`src/rtl/core/tktt_pkg.sv`:
```
// ----------------------------------------------------------------------------
// Typed-key transaction table package
// Shared request and result types, operation codes, controller states and
// the command and status bundles between the controller and the datapath.
// ----------------------------------------------------------------------------
package tktt_pkg;

    localparam int KEY_BITS      = 32;
    localparam int KIND_BITS     = 2;
    localparam int HANDLE_W      = 8;
    localparam int LIVE_COUNT_W  = 5;

    localparam logic [1:0] FUNC_PUT    = 2'd0;
    localparam logic [1:0] FUNC_FIND   = 2'd1;
    localparam logic [1:0] FUNC_REMOVE = 2'd2;

    typedef struct packed {
        logic [1:0]           func;
        logic [KEY_BITS-1:0]  key;
        logic [KIND_BITS-1:0] key_type;
        logic [HANDLE_W-1:0]  handle;
    } req_t;

    typedef struct packed {
        logic                    hit;
        logic [HANDLE_W-1:0]     found_handle;
        logic                    inserted;
        logic                    full_drop;
        logic [LIVE_COUNT_W-1:0] live_count;
    } rsp_t;

    typedef enum logic [1:0] {
        ST_IDLE,
        ST_SCAN,
        ST_LAST,
        ST_COMMIT
    } state_t;

    typedef struct packed {
        logic scan_start;
        logic scan_rd;
        logic commit;
    } ctrl_cmd_t;

    typedef struct packed {
        logic scan_last;
    } dp_status_t;

endpackage

```
`src/rtl/core/tktt_ram.sv`:
```
// ----------------------------------------------------------------------------
// Generic RAM
// One write port and one read port with registered read data.
// ----------------------------------------------------------------------------
module tktt_ram #(
    parameter int WIDTH = 8,
    parameter int DEPTH = 16,
    parameter int AW    = (DEPTH > 1) ? $clog2(DEPTH) : 1
) (
    input  logic             clk,
    input  logic             wr_en,
    input  logic [AW-1:0]    wr_addr,
    input  logic [WIDTH-1:0] wr_data,
    input  logic             rd_en,
    input  logic [AW-1:0]    rd_addr,
    output logic [WIDTH-1:0] rd_data
);

    logic [WIDTH-1:0] mem [DEPTH];
    logic [WIDTH-1:0] rd_data_reg;

    always_ff @(posedge clk)
    begin
        if (wr_en)
        begin
            mem[wr_addr] <= wr_data;
        end
        if (rd_en)
        begin
            rd_data_reg <= mem[rd_addr];
        end
    end

    assign rd_data = rd_data_reg;

endmodule

```
`src/rtl/core/tktt_ctrl.sv`:
```
// ----------------------------------------------------------------------------
// Typed-key transaction table controller
// Sequences the table scan and the commit of each item, and owns the
// request and result handshakes.
// ----------------------------------------------------------------------------
module tktt_ctrl (
    input  logic                 clk,
    input  logic                 rst_n,
    input  logic                 req_valid,
    output logic                 req_ready,
    output logic                 rsp_valid,
    input  logic                 rsp_ready,
    output tktt_pkg::ctrl_cmd_t  cmd,
    input  tktt_pkg::dp_status_t status
);

    import tktt_pkg::*;

    state_t state_reg;
    state_t state_next;
    logic   rsp_valid_reg;
    logic   rsp_valid_next;

    always_ff @(posedge clk or negedge rst_n)
    begin
        if (!rst_n)
        begin
            state_reg     <= ST_IDLE;
            rsp_valid_reg <= 1'b0;
        end
        else
        begin
            state_reg     <= state_next;
            rsp_valid_reg <= rsp_valid_next;
        end
    end

    always_comb
    begin
        state_next = state_reg;
        unique case (state_reg)
            ST_IDLE:
            begin
                if (req_valid)
                begin
                    state_next = ST_SCAN;
                end
            end
            ST_SCAN:
            begin
                if (status.scan_last)
                begin
                    state_next = ST_LAST;
                end
            end
            ST_LAST:
            begin
                state_next = ST_COMMIT;
            end
            ST_COMMIT:
            begin
                if (!rsp_valid_reg || rsp_ready)
                begin
                    state_next = ST_IDLE;
                end
            end
            default:
            begin
                state_next = ST_IDLE;
            end
        endcase
    end

    always_comb
    begin
        req_ready      = (state_reg == ST_IDLE);
        cmd.scan_start = (state_reg == ST_IDLE) && req_valid;
        cmd.scan_rd    = (state_reg == ST_SCAN);
        // The commit waits until the result register is free or being emptied.
        cmd.commit     = (state_reg == ST_COMMIT) && (!rsp_valid_reg || rsp_ready);
        if (cmd.commit)
        begin
            rsp_valid_next = 1'b1;
        end
        else if (rsp_ready)
        begin
            rsp_valid_next = 1'b0;
        end
        else
        begin
            rsp_valid_next = rsp_valid_reg;
        end
    end

    assign rsp_valid = rsp_valid_reg;

`ifndef SYNTHESIS
    a_rsp_from_commit: assert property (@(posedge clk) disable iff (!rst_n)
        $rose(rsp_valid_reg) |-> $past(cmd.commit))
        else $error("result appeared without a commit");

    a_last_after_scan: assert property (@(posedge clk) disable iff (!rst_n)
        (state_reg == ST_LAST) |-> ($past(state_reg) == ST_SCAN) && $past(status.scan_last))
        else $error("scan ended before the last slot");

    a_accept_starts_scan: assert property (@(posedge clk) disable iff (!rst_n)
        (req_valid && req_ready) |=> (state_reg == ST_SCAN))
        else $error("accepted item did not start a scan");
`endif

endmodule

```
`src/rtl/core/tktt_dp.sv`:
```
// ----------------------------------------------------------------------------
// Typed-key transaction table datapath
// Holds the slot RAM, the valid bits and the live count, compares one slot
// per cycle during a scan and applies the operation at commit.
// ----------------------------------------------------------------------------
module tktt_dp #(
    parameter int TABLE_DEPTH = 16
) (
    input  logic                 clk,
    input  logic                 rst_n,
    input  tktt_pkg::req_t       req,
    input  tktt_pkg::ctrl_cmd_t  cmd,
    output tktt_pkg::dp_status_t status,
    output tktt_pkg::rsp_t       rsp
);

    import tktt_pkg::*;

    localparam int IDX_W   = (TABLE_DEPTH > 1) ? $clog2(TABLE_DEPTH) : 1;
    localparam int CNT_W   = $clog2(TABLE_DEPTH + 1);
    localparam int ENTRY_W = KEY_BITS + KIND_BITS + HANDLE_W;

    req_t                   req_reg;
    logic [IDX_W-1:0]       scan_idx_reg;
    logic [IDX_W-1:0]       scan_idx_next;
    logic [IDX_W-1:0]       rd_idx_reg;
    logic                   rd_live_reg;
    logic                   match_found_reg;
    logic                   match_found_next;
    logic [IDX_W-1:0]       match_idx_reg;
    logic [HANDLE_W-1:0]    match_handle_reg;
    logic                   free_found_reg;
    logic                   free_found_next;
    logic [IDX_W-1:0]       free_idx_reg;
    logic [TABLE_DEPTH-1:0] valid_reg;
    logic [TABLE_DEPTH-1:0] valid_next;
    logic [CNT_W-1:0]       count_reg;
    logic [CNT_W-1:0]       count_next;
    rsp_t                   rsp_reg;
    rsp_t                   rsp_next;

    logic                   wr_en;
    logic [IDX_W-1:0]       wr_addr;
    logic [ENTRY_W-1:0]     wr_data;
    logic [ENTRY_W-1:0]     rd_data;
    logic [KEY_BITS-1:0]    rd_key;
    logic [KIND_BITS-1:0]   rd_kind;
    logic [HANDLE_W-1:0]    rd_handle;
    logic                   slot_match;
    logic                   slot_free;
    logic                   do_insert;
    logic                   do_drop;

    tktt_ram #(
        .WIDTH (ENTRY_W),
        .DEPTH (TABLE_DEPTH),
        .AW    (IDX_W)
    ) u_slot_ram (
        .clk     (clk),
        .wr_en   (wr_en),
        .wr_addr (wr_addr),
        .wr_data (wr_data),
        .rd_en   (cmd.scan_rd),
        .rd_addr (scan_idx_reg),
        .rd_data (rd_data)
    );

    assign rd_key    = rd_data[ENTRY_W-1 -: KEY_BITS];
    assign rd_kind   = rd_data[HANDLE_W +: KIND_BITS];
    assign rd_handle = rd_data[HANDLE_W-1:0];

    // Read data is registered and arrives in the cycle after its address, so the compare uses the
    // delayed index. Only valid slots can match.
    assign slot_match = rd_live_reg && valid_reg[rd_idx_reg]
                        && (rd_key == req_reg.key) && (rd_kind == req_reg.key_type);
    assign slot_free  = rd_live_reg && !valid_reg[rd_idx_reg];

    assign status.scan_last = (scan_idx_reg == IDX_W'(TABLE_DEPTH - 1));

    always_comb
    begin
        if (cmd.scan_start)
        begin
            scan_idx_next    = '0;
            match_found_next = 1'b0;
            free_found_next  = 1'b0;
        end
        else
        begin
            scan_idx_next    = cmd.scan_rd ? scan_idx_reg + IDX_W'(1) : scan_idx_reg;
            match_found_next = match_found_reg || slot_match;
            free_found_next  = free_found_reg || slot_free;
        end
    end

    always_comb
    begin
        valid_next = valid_reg;
        count_next = count_reg;
        wr_en      = 1'b0;
        wr_addr    = free_idx_reg;
        wr_data    = {req_reg.key, req_reg.key_type, req_reg.handle};
        do_insert  = 1'b0;
        do_drop    = 1'b0;
        rsp_next   = '0;
        case (req_reg.func)
            FUNC_PUT:
            begin
                rsp_next.hit = match_found_reg;
                if (!match_found_reg)
                begin
                    if (free_found_reg)
                    begin
                        do_insert = 1'b1;
                    end
                    else
                    begin
                        do_drop = 1'b1;
                    end
                end
            end
            FUNC_FIND:
            begin
                rsp_next.hit = match_found_reg;
            end
            FUNC_REMOVE:
            begin
                rsp_next.hit = match_found_reg;
                if (match_found_reg)
                begin
                    wr_en                     = cmd.commit;
                    wr_addr                   = match_idx_reg;
                    wr_data                   = '0;
                    valid_next[match_idx_reg] = 1'b0;
                    if (count_reg != '0)
                    begin
                        count_next = count_reg - CNT_W'(1);
                    end
                end
            end
            default:
            begin
                rsp_next.hit = 1'b0;
            end
        endcase
        if (do_insert)
        begin
            wr_en                    = cmd.commit;
            valid_next[free_idx_reg] = 1'b1;
            count_next               = count_reg + CNT_W'(1);
        end
        rsp_next.found_handle = rsp_next.hit ? match_handle_reg : '0;
        rsp_next.inserted     = do_insert;
        rsp_next.full_drop    = do_drop;
        rsp_next.live_count   = LIVE_COUNT_W'(count_next);
    end

    always_ff @(posedge clk or negedge rst_n)
    begin
        if (!rst_n)
        begin
            scan_idx_reg    <= '0;
            rd_live_reg     <= 1'b0;
            match_found_reg <= 1'b0;
            free_found_reg  <= 1'b0;
            valid_reg       <= '0;
            count_reg       <= '0;
        end
        else
        begin
            scan_idx_reg    <= scan_idx_next;
            rd_live_reg     <= cmd.scan_rd;
            match_found_reg <= match_found_next;
            free_found_reg  <= free_found_next;
            if (cmd.commit)
            begin
                valid_reg <= valid_next;
                count_reg <= count_next;
            end
        end
    end

    always_ff @(posedge clk)
    begin
        if (cmd.scan_start)
        begin
            req_reg <= req;
        end
        if (cmd.scan_rd)
        begin
            rd_idx_reg <= scan_idx_reg;
        end
        // The lowest matching slot and the lowest free slot win.
        if (slot_match && !match_found_reg)
        begin
            match_idx_reg    <= rd_idx_reg;
            match_handle_reg <= rd_handle;
        end
        if (slot_free && !free_found_reg)
        begin
            free_idx_reg <= rd_idx_reg;
        end
        if (cmd.commit)
        begin
            rsp_reg <= rsp_next;
        end
    end

    assign rsp = rsp_reg;

`ifndef SYNTHESIS
    a_count_matches_valid: assert property (@(posedge clk) disable iff (!rst_n)
        count_reg == CNT_W'($countones(valid_reg)))
        else $error("live count disagrees with valid bits");

    a_insert_into_free: assert property (@(posedge clk) disable iff (!rst_n)
        (cmd.commit && do_insert) |-> !valid_reg[free_idx_reg])
        else $error("insert targets an occupied slot");

    a_drop_only_when_full: assert property (@(posedge clk) disable iff (!rst_n)
        (cmd.commit && do_drop) |-> (&valid_reg))
        else $error("put dropped while a slot was free");
`endif

endmodule

```
`src/rtl/core/typed_key_transaction_table_unit.sv`:
```
// ----------------------------------------------------------------------------
// Typed-key transaction table
// Fully associative table of handles keyed by a hash and a key kind, with
// put-if-absent, find and remove operations.
// ----------------------------------------------------------------------------
// Each item is handled on its own: after it is accepted the table RAM is
// read one slot per cycle, through every slot, then the controller passes
// its last and commit states and the result is registered at commit; a new
// item is taken only once the controller is back in idle. A waiting result
// does not block acceptance or the scan of the next item; only that item's
// commit waits for the result register to be emptied. Valid bits sit in
// flip-flops cleared by reset, so no clearing pass is needed after reset.
// Matching considers only valid slots, the lowest matching slot wins, and a
// put into a full table stores nothing and reports full_drop.
module typed_key_transaction_table_unit #(
    parameter int TABLE_DEPTH = 16
) (
    input  logic             clk,
    input  logic             rst_n,
    input  logic             req_valid,
    output logic             req_ready,
    input  tktt_pkg::req_t   req,
    output logic             rsp_valid,
    input  logic             rsp_ready,
    output tktt_pkg::rsp_t   rsp
);

    import tktt_pkg::*;

    ctrl_cmd_t  cmd;
    dp_status_t status;

    tktt_ctrl u_ctrl (
        .clk       (clk),
        .rst_n     (rst_n),
        .req_valid (req_valid),
        .req_ready (req_ready),
        .rsp_valid (rsp_valid),
        .rsp_ready (rsp_ready),
        .cmd       (cmd),
        .status    (status)
    );

    tktt_dp #(
        .TABLE_DEPTH (TABLE_DEPTH)
    ) u_dp (
        .clk    (clk),
        .rst_n  (rst_n),
        .req    (req),
        .cmd    (cmd),
        .status (status),
        .rsp    (rsp)
    );

endmodule

```
`config.mk`:
```
export PLATFORM = sky130hd
export DESIGN_NAME = typed_key_transaction_table_unit
export DESIGN_NICKNAME = d
export VERILOG_FILES = /design/src/rtl/core/tktt_pkg.sv /design/src/rtl/core/tktt_ram.sv /design/src/rtl/core/tktt_ctrl.sv /design/src/rtl/core/tktt_dp.sv /design/src/rtl/core/typed_key_transaction_table_unit.sv
export SDC_FILE = /design/constraint.sdc
export NUM_CORES = 1
export LEC_CHECK = 0
export ABC_AREA = 1
export BUFFER_PORTS_ARGS = -buffer_cell sky130_fd_sc_hd__buf_2
export CAP_MARGIN = 20
export CORE_MARGIN = 10
export CORE_UTILIZATION = 45
export CTS_CLUSTER_SIZE = 28
export DETAILED_ROUTE_END_ITERATION = 8
export SETUP_SLACK_MARGIN = 0.05
export SLEW_MARGIN = 0
export SYNTH_ARGS = -nofsm -noshare
export SYNTH_HDL_FRONTEND = slang
export SYNTH_SLANG_ARGS = --single-unit
```
`constraint.sdc`:
```
create_clock -name clk -period 3.11 [get_ports clk]
set_input_delay 0.622 -clock clk [delete_from_list [all_inputs] [get_ports clk]]
set_output_delay 0.622 -clock clk [all_outputs]
set_load 0.05 [all_outputs]
```
### After elaboration in Yosys (flattened, before gate mapping)

Memory sizes are Yosys's and may differ from the RTL's. A register that Yosys moved wholly into a read port is not among the register bits.
Index checks and enable logic that the tools add are counted.

* memories: 1
* word-level logic and storage cells: 107
* output and inout bits: 18
* memory bits (read-only): 0
* latch bits: 0
* flip-flop bits (word level): 111
* bits in writable memories: 672

Memory list
* u_dp.u_slot_ram.mem: words 16, bits a word 42, read ports 1, clocked after Yosys merged registers in 1, write ports 1, line tktt_ram.sv:19 `logic [WIDTH-1:0] mem [DEPTH];`

* multiplexer cells: 37
* bitwise logic cells: 4
* divide/modulo/power cells: 0
* $lt $le $gt $ge: 5
* reduce and logical (&&, ||, !) cells: 25
* $mul: 0
* $add $sub $neg: 3
* equality and inequality tests: 11
* shifts and indexed selects: 0

Operator list (count)
* $mux W42: 2
* $mux W16: 3
* $eq A32 B32 Y1: 1
* $mux W5: 4
* $mux W1: 17
* $and A16 B16 Y16: 1
* $mux W4: 4
* $not A16 Y16: 1
* $or A16 B16 Y16: 1
* $lt A4 B5 Y1 const B: 3
* $logic_and A1 B1 Y1: 10
* $demux W1 S4: 2
* $ge A4 B1 Y1 const B: 2
* $pmux W2 S4: 1
* $eq A2 B2 Y1 const B: 3
* $mux W2: 3
* $ne A2 B2 Y1 const B: 3
* $add A5 B1 Y5 const B: 1
* $reduce_bool A5 Y1: 1
* $sub A5 B1 Y5 const B: 1
* $add A4 B1 Y4 const B: 1
* $bmux W1 S4: 1
* $eq A2 B1 Y1 const B: 2
* $eq A4 B4 Y1 const B: 1
* 9 further kinds: 16

### Longest topological paths before layout

* depth after elaboration: 10
* depth in mapped cells: 11

### By module

From an unflattened synthesis, not the netlist that was laid out.

* cells, all modules: 3392
* area total of the unflattened synthesis: 35437.7 um^2

By module, submodules not included
* tktt_ram: cells an instance 2773, area an instance 29897.4 um^2, instances 1
* tktt_dp: cells an instance 587, area an instance 5293.8 um^2, instances 1
* tktt_ctrl: cells an instance 32, area an instance 246.5 um^2, instances 1

### Least setup slack after synthesis

OpenSTA, ideal clock, no wires.

* kind: register to register
* start: register u_ctrl.rsp_valid_reg (netlist: u_ctrl.rsp_valid)
* end: memory u_dp.u_slot_ram.mem[10][0] (netlist name) (enable)
* stages on the path, launching flop included: 6
* path buffers: 0
* setup time: 0.442 ns
* arrival: 2.948 ns
* slack: -0.279 ns
* required time: 2.668 ns
* cells stage by stage: dfrtp_1 -> nand2_1 -> nand2_1 -> a21oi_2 -> nand3_1 -> nor2_1

* longest elaborated chain between the ends: 8

Ends and longest elaborated chain
* from (decl): line tktt_ctrl.sv:21 `logic rsp_valid_reg;`
* from (signal assigned): line tktt_ctrl.sv:34 `rsp_valid_reg <= rsp_valid_next;`
* $logic_not A1 Y1 (*): line tktt_ctrl.sv:80 `cmd.commit = (state_reg == ST_COMMIT) && (!rsp_valid_reg || rsp_ready);`
* $logic_or A1 B1 Y1 (*): line tktt_ctrl.sv:80
* $logic_and A1 B1 Y1 (*): line tktt_ctrl.sv:80
* $mux W1: line tktt_dp.sv:129 `if (match_found_reg)`
* $mux W1: line tktt_dp.sv:106 `case (req_reg.func)`
* $mux W1 (*): line tktt_dp.sv:146 `if (do_insert)`
* $mux W1 (*): line tktt_ram.sv:24 `if (wr_en)`
* $mux W1 (not written as such) (*): line tktt_ram.sv:26 `mem[wr_addr] <= wr_data;`
* to (decl): line tktt_ram.sv:19

Every way passes the cells marked *; elsewhere a longest branch is shown, timed or not.

### Worst setup path after layout

* start: register u_dp.req_reg[42] (netlist name)
* end: memory u_dp.u_slot_ram.mem[7][34] (netlist name) (enable)

* longest elaborated chain between the ends: 5

Ends and longest elaborated chain
* from (decl): line tktt_dp.sv:23 `req_t req_reg;`
* from (signal assigned): line tktt_dp.sv:187 `req_reg <= req;`
* $eq A2 B2 Y1 / $logic_not A2 Y1 (equally long branches): line tktt_dp.sv:106
* $mux W1: line tktt_dp.sv:106
* $mux W1: line tktt_dp.sv:146
* $mux W1: line tktt_ram.sv:24
* $mux W1 (not written as such): line tktt_ram.sv:26

Several ways; a longest one is shown, not always the timed one.

==> results.toml <==
[yosys]
synth.most_common_cell = "edfxtp_1"
synth_async_sr_flop_share = 0.03758
yosys.area.top_type = "edfxtp_1"
synthCells = 2464
yosysTopAreaCellShare = 0.7361
ys_seq_elements = 825
syn_area_sq_um = 32390
synth_common_cells = "794 x edfxtp_1, 395 x nor2_1, 339 x o21ai_0"
syn_area_per_cell_sq_um = 13.15
ys_dominant_reg_cell = "edfxtp_1"
synth-edff-count = 794
ys_types = 36
syn_nets = 2519
ys_warn_count = 0
synthTopCellsByArea = "edfxtp_1 74%, o21ai_0 5.2%, nor2_1 4.6%"
seq_area_frac_synth = 0.7601

[placed_design]
gp_congestion = 0.8262
port_buffers = 65
dp_slack_ns = 0.4632
hpwl_um = 46560
placedCellCount = 3400
postPlaceCellArea_sq_um = 34120

[floorplanning]
die_w_um = 288.3
die_area_sq_um = 83110
io-pin-count = 66
initial_core_util = 0.4539
core_area_sq_um = 71360
die_h_um = 288.3
num_rows = 98

[layout]
layout.nets = 2593
fillers = 5998
syn_to_final_growth_pct = 13.89
largest_reg_flops = 672
multi_input_area_sq_um = 6721
fin_area_sq_um = 36890
n_antenna_cell = 0
fin_cells = 3559
drive_above_1_share = 0.1092
regArea_sq_um = 24630

[drt]
via_per_inst = 5.598
num_vias = 19920
finalWirelength_um = 81220
drtAntennaViolNets = 0
dr.pass1.iters = 6
drtIter0Drc = 2090
drc_errors = 0
wl_per_cell_um = 22.82

[timing]
layout_setup_ws_ns = 0.4860
fmax_mhz = 381.1
period_minus_slack_ns = 2.624
fin_skew_ns = 0.02729
rsz0062_at_grt = "false"
slew_violations = 0
worstMarginPinSlew_ns = 1.099
setup_viol = 0
hold_ws_ns = 0.04712
max-slew-margin-rel = 0.2675
finalHoldViolCount = 0
post-route-period-util = 0.8437

[global_route]
grt_pass1_wl_um = 123100
grt_pass1_vias = 19730
grt_max_degree = 203
grt_util_all_layers = 0.1939
grt_antenna_before_repair = 0
grt_remaining_overflow = 0

[critical_path]
r2r-start = "u_dp.req_reg[42]"
worst_path_dominant_cell_family = "simple AND/OR/NAND/NOR gates"
worst-path-max-fanout = 22
ff2ff_setup_slack_ns = 0.49
slowest_delay_ns = 0.43
critPathLaunchType = "flip-flop"
slowest_stage = "edfxtp_1"
reg2reg_to = "u_dp.u_slot_ram.mem[7][34]"
path_buf_inv = 4
path_cells = "inv_2 -> nand3_4 -> inv_2 -> or2_1 -> o21ai_2 -> inv_2 -> nand3_1 -> nor2_4 -> buf_4"
worstRegToRegCells = 9
crit_required_ns = 3.37
cpMostUsedCell = "inv_2"
cp-end-kind = "flip-flop"
path_class = "reg2reg"
worstPathArrival_ns = 2.89

[run_status]
status = "finished, final reports clean"

[cts]
cts_buffer_depth = 3
cts_buffers = 86
cts_tree = "done"
htreeDepth = 3
cts_root_buffer = "clkbuf_16"
ctsResizeCount = 0
clock_sinks = 825
postCtsHoldBufs = 0
worstSkewPairLatency_ns = 0.64
cts_setup_buffers = 0
clk_pin_slew_worst_paths_ns = 0.06

[job]
cap_viol_max_count = 0

[power_and_ir_drop]
p_leak_nw = 12.58
cellPowerDensity_nw_per_um2 = 904.2
peakVddDrop_mv = 0.9385

[hold_path]
holdCritPathClass = "in2async"
## metrics by stage
step | util | power, W | TNS, ns
3_3_place_gp | 0.4782 | 0.02335 | 0
6_report | 0.5169 | 0.03335 | 0
4_1_cts | 0.5169 | 0.03358 | 0
5_1_grt | 0.5169 | 0.03499 | 0
3_5_place_dp | 0.4782 | 0.02354 | 0
2_1_floorplan | - | 0.02028 | -151.24
## kinds of logic after synthesis
logic type	Yosys count	synth area share
AOI/OAI and AO/OA	586	0.1045
xor gates and xnor gates	11	0.002975
buffers and inverters	279	0.03674
adders and majority gates	7	0.002704
DFF	825	0.7601
and+or+nand+nor	756	0.09306
## cells in the final DEF (no fill, tap or decap), drive strengths merged
cell and instances:
bufinv 7, nand2 252, nor3b 1, nor3 4
dfrtp 31, or2 5, nand4 9, xnor2 8
a211oi 1, ha 7, edfxtp 794, xor2 3
o21ai 387, inv 140, o22ai 101, nor4 1
clkinvlp 3, o221ai 70, nor2 395, buf 125
a21oi 9, o211ai 17, clkbuf 113, nand3 89
clkinv 36, o21a 1
## routing by layer
metal / vias up / track usage / share of wire
met5: - / 0 / 0
met4: 0 / 0.06511 / 0.029
met3: 144 / 0.02641 / 0.060
met2: 712 / 0.3147 / 0.48
met1: 9933 / 0.2672 / 0.43
li1: 9133 / - / -
## report_power, final
| part | internal, W | switching, W |
|---|---|---|
| registers | 0.0135 | 0.000494 |
| logic | 0.00263 | 0.00662 |
| clock network | 0.00589 | 0.00417 |
| total | 0.0221 | 0.0113 |
## layout make-up
type,instances,share of cell area
clock inverters,46,0.01130
repair buffers,125,0.02849
clock buffers,113,0.06363
flip-flops and latches,825,0.6676
well taps,950,0.03222
multi-input cells,1360,0.1822
inverters,140,0.01452
## worst max path at each step
stage | startpoint | to | slack (ns) | cells past startpoint
3_5_place_dp | rsp_ready | u_dp.u_slot_ram.mem[7][30] | 0.46 | 8
2_1_floorplan | u_ctrl.rsp_valid | u_dp.u_slot_ram.mem[10][0] | -0.28 | 5
3_3_place_gp | rsp_ready | u_dp.u_slot_ram.mem[7][24] | 0.53 | 8
6_report | u_dp.req_reg[42] | u_dp.u_slot_ram.mem[7][34] | 0.49 | 9
4_1_cts | u_dp.req_reg[42] | u_dp.u_slot_ram.mem[7][35] | 0.47 | 9
5_1_grt | u_dp.req_reg[42] | u_dp.u_slot_ram.mem[3][29] | 0.34 | 9
(Power assumes the default switching activity.)
